`src/rtl/core/ccir_pkg.sv`:
```
// ============================================================================
// ccir_pkg: shared constants for the circumcircle block
// Result word width and saturation limits used by the divider and top level.
// ============================================================================
`timescale 1ns / 1ps
`default_nettype none

package ccir_pkg;

	localparam int QBITS = 32;

	localparam logic [QBITS-1:0] QPOS_MAX = {1'b0, {(QBITS-1){1'b1}}};
	localparam logic [QBITS-1:0] QNEG_MIN = {1'b1, {(QBITS-1){1'b0}}};

	localparam int DIV_LAT = QBITS + 2;

endpackage

`default_nettype wire

```
`src/rtl/core/ccir_queue.sv`:
```
// ============================================================================
// ccir_queue: two-word queue between front and back
// Decouples the front end from the back end.
// ============================================================================
`timescale 1ns / 1ps
`default_nettype none

module ccir_queue #(
	parameter int W = 8
) (
	input  wire logic         clk,
	input  wire logic         arst_n,
	input  wire logic         push,
	input  wire logic [W-1:0] wdata,
	input  wire logic         pop,
	output logic [W-1:0]      rdata,
	output logic              empty,
	output logic              full
);
	import ccir_pkg::*;

	logic [W-1:0] mem [0:1];
	logic         wp_q, rp_q;
	logic [1:0]   cnt_q;

	always_ff @(posedge clk) begin
		if (push) begin
			mem[wp_q] <= wdata;
		end
	end

	always_ff @(posedge clk or negedge arst_n) begin
		if (!arst_n) begin
			wp_q  <= 1'b0;
			rp_q  <= 1'b0;
			cnt_q <= '0;
		end else begin
			if (push) wp_q <= ~wp_q;
			if (pop && !empty) rp_q <= ~rp_q;
			cnt_q <= cnt_q + 2'(push) - 2'(pop && !empty);
		end
	end

	assign rdata = mem[rp_q];
	assign empty = (cnt_q == 2'd0);
	assign full  = (cnt_q == 2'd2);

endmodule

`default_nettype wire

```
`config.mk`:
```
export PLATFORM = sky130hd
export DESIGN_NAME = ccir_queue
export DESIGN_NICKNAME = d
export VERILOG_FILES = /design/src/rtl/core/ccir_pkg.sv /design/src/rtl/core/ccir_queue.sv
export SDC_FILE = /design/constraint.sdc
export NUM_CORES = 1
export LEC_CHECK = 0
export BUFFER_PORTS_ARGS = -buffer_cell sky130_fd_sc_hd__buf_2
export CORE_MARGIN = 3
export CORE_UTILIZATION = 53
export DETAILED_ROUTE_END_ITERATION = 10
export HOLD_SLACK_MARGIN = 0.12
export PLACE_DENSITY = 0.9
export REMOVE_ABC_BUFFERS = 1
export SYNTH_ARGS = -nofsm -noshare
export SYNTH_HDL_FRONTEND = slang
export SYNTH_SLANG_ARGS = --single-unit
```
`constraint.sdc`:
```
create_clock -name clk -period 2.1 [get_ports clk]
set_input_delay 0.42 -clock clk [delete_from_list [all_inputs] [get_ports clk]]
set_output_delay 0.42 -clock clk [all_outputs]
set_load 0.1 [all_outputs]
```
---- After elaboration in Yosys (flattened, before gate mapping) ----
Memories as Yosys holds them, arrays and structs flattened.
Cells that the tools add are included.
word-level totals
  bits of input ports ..................... 12
  output and inout port bits .............. 10
  bits in writable memories ............... 16
  flip-flop bits (word level) ............. 4
  logic and storage cells ................. 14
  memories ................................ 1
memory list
  memory  depth  bits a word  read ports  clocked after Yosys merged registers in  wr ports  line              source
  mem     2      8            1           0                                        1         ccir_queue.sv:22  logic [W-1:0] mem [0:1];
operators by class
  add/sub/neg operators ................... 2
  reductions and logical operators ........ 3
  mux-type cells .......................... 2
  bitwise gates (word level) .............. 2
  eq/ne operators ......................... 1
operators with widths
  operator                               count
  adder 2 x 1 -> 2 bit                   1
  == test 2 bit (second input constant)  1
  logical NOT 2 bit                      1
  two-way mux 1 bit                      2
  NOT 1 bit                              2
  subtractor 2 x 1 -> 2 bit              1
  logical AND 1 bit                      1
  logical NOT 1 bit                      1

---- Depth between registers and ports, before layout ----
Gate-level depths: netlist of the first run.
  depth after elaboration ................. 4
  gate-level depth with buffers ........... 6
  mapped depth without buffers ............ 6

---- Worst setup path before layout of the first run ----
No wires, ideal clock.
  path type ............................... register to output
  start ................................... register cnt_q[1]
  end ..................................... output full
  data required time ...................... 1.680 ns
  data arrival time ....................... 1.736 ns
  cell stages (with the launch flop) ...... 2
  buffers on the path ..................... 0
  path slack .............................. -0.056 ns
  cells stage by stage .................... dfrtp_1 > nor2b_1
on the way
  longest elaborated chain between the ends .. 1
RTL lines
  item                    line              source
  from (decl)             ccir_queue.sv:24  logic [1:0] cnt_q;
  from (signal assigned)  ccir_queue.sv:40  cnt_q <= cnt_q + 2'(push) - 2'(pop && !empty);
  == test 2 bit           ccir_queue.sv:46  assign full = (cnt_q == 2'd2);
  to (decl)               ccir_queue.sv:18  output logic full
No other way between the ends.

---- Worst setup path in the final report of the first run ----
  start ................................... register rp_q
  end ..................................... output rdata[7]
on the way
  longest elaborated chain between the ends .. 1
RTL lines
  item                     line              source
  from (decl)              ccir_queue.sv:23  logic wp_q, rp_q;
  from (signal assigned)   ccir_queue.sv:39  if (pop && !empty) rp_q <= ~rp_q;
  memory read (2 x 8 bit)  --
  to (decl)                ccir_queue.sv:16  output logic [W-1:0] rdata,
No other way between the ends.

==> results.toml, run 1 <==
[outcome]
status = "finished clean"

[cts]
clk_latency_ps = 290
post_cts_buffers = 0
cts_tree = "built"
cts_made_buffers = 3
cts_max_level = 1
cts.sinks = 20
clockBufferDepth = 2
clk_pin_slew_ps = 110
clk_root_buffer_cell = "clkbuf_4"

[setup_path]
path_max_fanout = 9
crit_type = "reg -> out"
r2r_start = "cnt_q[0]$_DFF_PN0_"
critPathLaunchType = "register"
cp-startpoint = "rp_q$_DFFE_PN0P_"
critPathArrivalTime_ps = 1480
crit_path_end_kind = "output port"
crit_required_ps = 1680

[logic_synthesis]
yosysWarnings = 0
yosys.area_share.simple_pct = 2.78
synth_cell_types = 12
synth_fa_ha_area_share_pct = 3.09
yosysSeqAreaShare_pct = 71.7
synth_top_family_by_area = "multiplexers"
synth.area.mux_share_pct = 14.8
synth_compound_area_share_pct = 0.927
synth_area_per_cell_um2 = 19.3
ys_seq_elements = 20
synth_xor_area_share_pct = 4.33
synthCells = 42
synth_area_um2 = 810

[place]
dpl.hpwl_um = 860
place_ws_ps = 367
io_buffers = 21
routabilityCongestion = 0.690

[die]
die_h_um = 45.1
start_util_pct = 59.2
pin_count = 22
core_region_area_mm2 = 0.00137
die_w_um = 45.1
rows = 13
fp.dieArea_mm2 = 0.00203

[grt]
grt_pass1_vias = 398
grt_overflow = 0
grt_pass1_wl_mm = 1.77
antenna_found_initial = 0
track_usage_pct = 13.0
grt_max_degree = 13

[finish]
drive_gt1_share_pct = 51.5
fin_util_pct = 72.7
nets = 83
diodes = 0
syn2layout_area_growth_pct = 22.7

[min_path]
hold_path.class = "in -> reg"
hp-start = "wdata[2]"

[routing]
drt-initial-drc-count = 6
ant_nets = 0
vias = 408
wl_per_cell_um = 13.2
drc = 0
totalWireLength_mm = 1.09
via_per_inst = 4.92
first_pass_iters = 2

[timing]
worst_hold_slack_ps = 307
rsz0062_at_grt = "no"
tightest_slew_ps = 487
hold_viol_final = 0
layout_min_cycle_time_ps = 1900
finalClockSkew_ps = 5.29
fin_crit_sh_pct = 90.4
setup_slack_ps = 201
maxSlewHeadroom_pct = 67.8
setup_viol = 0
clock.fmax_ghz = 0.527
drv_slew = 0

[flow_run]
drv_cap = 0
## registers in the layout, summed over array words and instances (netlist names)
| signal | cells |
|---|---|
| wp_q | 1 |
| cnt_q | 2 |
| rp_q | 1 |
| mem | 16 |
## cells in the mapped netlist
| cell | n | area [um^2] |
|---|---|---|
| edfxtp_1 | 16 | 480 |
| mux2_4 | 8 | 120 |
| dfrtp_1 | 4 | 100 |
| ha_1 | 2 | 25.0 |
| inv_1 | 2 | 7.51 |
| nor2b_1 | 2 | 12.5 |
| xnor2_1 | 2 | 17.5 |
| xor2_1 | 2 | 17.5 |
| and2_1 | 1 | 6.26 |
| buf_6 | 1 | 11.3 |
| nor2_1 | 1 | 3.75 |
| o21a_1 | 1 | 7.51 |
## final timing paths
| path | end | slack [ps] | cells past startpoint |
|---|---|---|---|
| hold reg to reg | wp_q$_DFFE_PN0P_ | 490 | 1 |
| setup reg to reg | cnt_q[1]$_DFF_PN0_ | 590 | 6 |
| setup / recovery | rdata[7] | 200 | 2 |
| hold / removal | mem[1][2]$_DFFE_PP_ | 310 | 1 |
| max in group asynchronous | rp_q$_DFFE_PN0P_ | 1520 | 2 |
| min in group asynchronous | cnt_q[0]$_DFF_PN0_ | 450 | 2 |
## cells in the final DEF, fill, tap and decap left out
master,n
nor2b_1,2
ha_1,2
inv_1,2
mux2_4,8
dfrtp_1,3
dfrtp_2,1
xnor2_1,2
clkbuf_4,3
bufinv_16,1
buf_2,21
and2_1,1
buf_4,1
nor2_1,1
dlygate4sd3_1,1
xor2_1,2
o21a_1,1
edfxtp_1,16
## critical path: stages, from the launching register on
cell and delay (ps):
dfrtp_2 530, mux2_4 240, buf_2 410
## layout make-up
cell class                 count  area, um^2
multi-input combinational     19         210
timing repair buffer          23         123
fill                          97         373
clock buffer                   3        22.5
inverter                       2        7.51
tap                           15        18.8
clock inverter                 1        30.0
sequential                    20         582
## cell families after synthesis
| kind of cell | after synthesis |
|---|---|
| adders and majority gates | 2 |
| and+or+nand+nor | 4 |
| AOI/OAI and AO/OA | 1 |
| muxes | 8 |
| xor gates and xnor gates | 4 |
| buffers and inverters | 3 |
| DFF | 20 |
## through the flow
stage                     cells  cell area (um^2)  TNS [ps]
after global placement       78               930         0
final                        83               993         0
after CTS                    83               992         0
after detailed placement     78               930         0
after global routing         83               993         0
after floorplan              41               798     -56.0
## metal layers
metal | GRT usage, % | vias to the layer above | part of all wire [%]
li1 | - | 205 | -
met1 | 15.7 | 183 | 39
met2 | 22.0 | 16 | 51
met3 | 2.39 | 4 | 7.0
met4 | 7.02 | 0 | 2.6
met5 | 0 | - | 0
## what timing repair did
item / 4_1_cts / 5_1_grt
endpoints found under the setup margin: 0 / 8
gates resized for setup: 0 / 1
endpoints found under the hold margin: 4 / 0
hold buffers: 1 / 0
Power of run 1 is not shown: default switching activity piles up to over one toggle a cycle in this logic, so the estimate is an artifact.
==> run 2, diff against run 1 <==
--- a/config.mk
+++ b/config.mk
@@ -5,12 +5,13 @@
 export SDC_FILE = /design/constraint.sdc
 export NUM_CORES = 1
 export LEC_CHECK = 0
+export ABC_AREA = 1
 export BUFFER_PORTS_ARGS = -buffer_cell sky130_fd_sc_hd__buf_2
 export CORE_MARGIN = 3
 export CORE_UTILIZATION = 53
 export DETAILED_ROUTE_END_ITERATION = 10
 export HOLD_SLACK_MARGIN = 0.12
-export PLACE_DENSITY = 0.9
+export PLACE_DENSITY = 0.89
 export REMOVE_ABC_BUFFERS = 1
 export SYNTH_ARGS = -nofsm -noshare
 export SYNTH_HDL_FRONTEND = slang
==> results.toml, run 2 <==
[outcome]
status = "finished clean"

[setup_path]
path_max_fanout = 10
critPathArrivalTime_ps = 1560
crit_required_ps = 1680
crit_path_end_kind = "output port"
critPathLaunchType = "register"
crit_type = "reg -> out"

[logic_synthesis]
ys_seq_elements = 20
yosysSeqAreaShare_pct = 70.5
synth_cell_types = 13
synth_area_um2 = 823
synth.top_cell.area_share_pct = 58.4
synth_edf_count = 16
async_reset_ff_share_pct = 20.0
ys_top_cells_by_count = "nand2_1 (33), edfxtp_1 (16), inv_1 (7)"
yosysWarnings = 0
synth_top_area_cell = "edfxtp_1"
synth_area_per_cell_um2 = 11.4
synthCells = 72
post-synth-top-count-cell = "nand2_1"
ys.flop_type = "edfxtp_1"
synth_area_leaders = "edfxtp_1 (58%), nand2_1 (15%), dfrtp_1 (12%)"

[flow_run]
drv_cap = 0

[timing]
tightest_slew_ps = 489
rsz0062_at_grt = "no"
worst_hold_slack_ps = 317
fin_setup_tns_ps = 0
setup_viol = 0
clock.fmax_ghz = 0.505
setup_slack_ps = 120
fin_crit_sh_pct = 94.3
hold_viol_final = 0
maxSlewHeadroom_pct = 67.6
finalClockSkew_ps = 0.918
layout_min_cycle_time_ps = 1980
drv_slew = 0

[finish]
drive_gt1_share_pct = 31.6
final_cell_mix = "nand2_1 (33), buf_2 (21), edfxtp_1 (16)"
syn2layout_area_growth_pct = 20.2
nets = 113
diodes = 0
largest_reg_flops = 16
top_regs = "mem: 16 flops, cnt_q: 2 flops"
final_common_cell = "nand2_1"
nFillCells = 104
fin_cells = 113
seq_area_um2 = 581
regMostFlops = "mem"
multi_input_area_um2 = 186

[die]
die_w_um = 45.4
start_util_pct = 59.5
fp.dieArea_mm2 = 0.00206
core_region_area_mm2 = 0.00138
rows = 13
pin_count = 22
die_h_um = 45.4

[grt]
track_usage_pct = 15.2
grt_overflow = 0
grt_pass1_wl_mm = 2.20
grt_pass1_vias = 595
antenna_found_initial = 0
grt_max_degree = 12

[cts]
cts.sinks = 20
cts_made_buffers = 3
clk_pin_slew_ps = 100
clockBufferDepth = 2
post_cts_buffers = 0
cts_max_level = 1
clk_latency_ps = 280
cts_tree = "built"
clk_root_buffer_cell = "clkbuf_4"

[routing]
totalWireLength_mm = 1.29
ant_nets = 0
first_pass_iters = 4
via_per_inst = 5.04
wl_per_cell_um = 11.4
drc = 0
vias = 570
drt-initial-drc-count = 7

[place]
place_ws_ps = 472
io_buffers = 21
dp.cells = 108
dpl.hpwl_um = 990
routabilityCongestion = 0.701

[min_path]
hold_path.class = "in -> reg"
[run 2: timing repair]
action                    CTS  global route
gates resized for setup     0             0
hold endpoints to repair    4             0
hold buffers                1             0
[run 2: path summary, 6_finish.rpt]
check	startpoint	to	slack, ps	depth (start not counted)
max	rp_q$_DFFE_PN0P_	rdata[1]	120	3
min	wdata[4]	mem[1][4]$_DFFE_PP_	320	1
max reg2reg	cnt_q[1]$_DFF_PN0_	cnt_q[1]$_DFF_PN0_	690	9
min reg2reg	wp_q$_DFFE_PN0P_	wp_q$_DFFE_PN0P_	510	1
max in group asynchronous	arst_n	rp_q$_DFFE_PN0P_	1530	2
min in group asynchronous	arst_n	cnt_q[0]$_DFF_PN0_	460	2
[run 2: area by class of cell]
type	instances	area share (%)
Inverter	10	4.55
Clock buffer	4	3.67
Timing Repair Buffer	23	12.4
Multi-Input combinational cell	41	18.8
Tap cell	15	1.90
Sequential cell	20	58.7
[run 2: critical path, stage by stage (launching register included)]
cell	delay, ps
dfrtp_1	640
nand2_1	110
nand2_1	100
buf_2	420
[run 2: routing by layer]
layer | track usage (%) | wire (um) | vias to the layer above | part of all wire (%)
met5 | 0 | 0 | - | 0
li1 | - | - | 279 | -
met2 | 26.7 | 661 | 37 | 51
met3 | 5.93 | 101 | 6 | 7.8
met4 | 6.43 | 27 | 0 | 2.1
met1 | 15.9 | 502 | 248 | 39
[run 2: stage by stage]
step                      instance area (um^2)  utilization (%)
final                                      990             71.6
after global routing                       990             71.6
after CTS                                  990             71.6
after detailed placement                   943             68.2
after global placement                     943             68.2
after floorplan                            812                -
[run 2: cells by family (layout without fill, tap and decap cells)]
family / count (synthesis) / count (layout) / synth area share [%]
flip-flops: 20 / 20 / 70.5
buffers and inverters: 11 / 37 / 6.84
XOR/XNOR: 1 / 1 / 1.06
AND/OR/NAND/NOR: 38 / 38 / 18.5
adder cells (fa/ha/maj): 2 / 2 / 3.04
Power of run 2 is left out for the same reason.
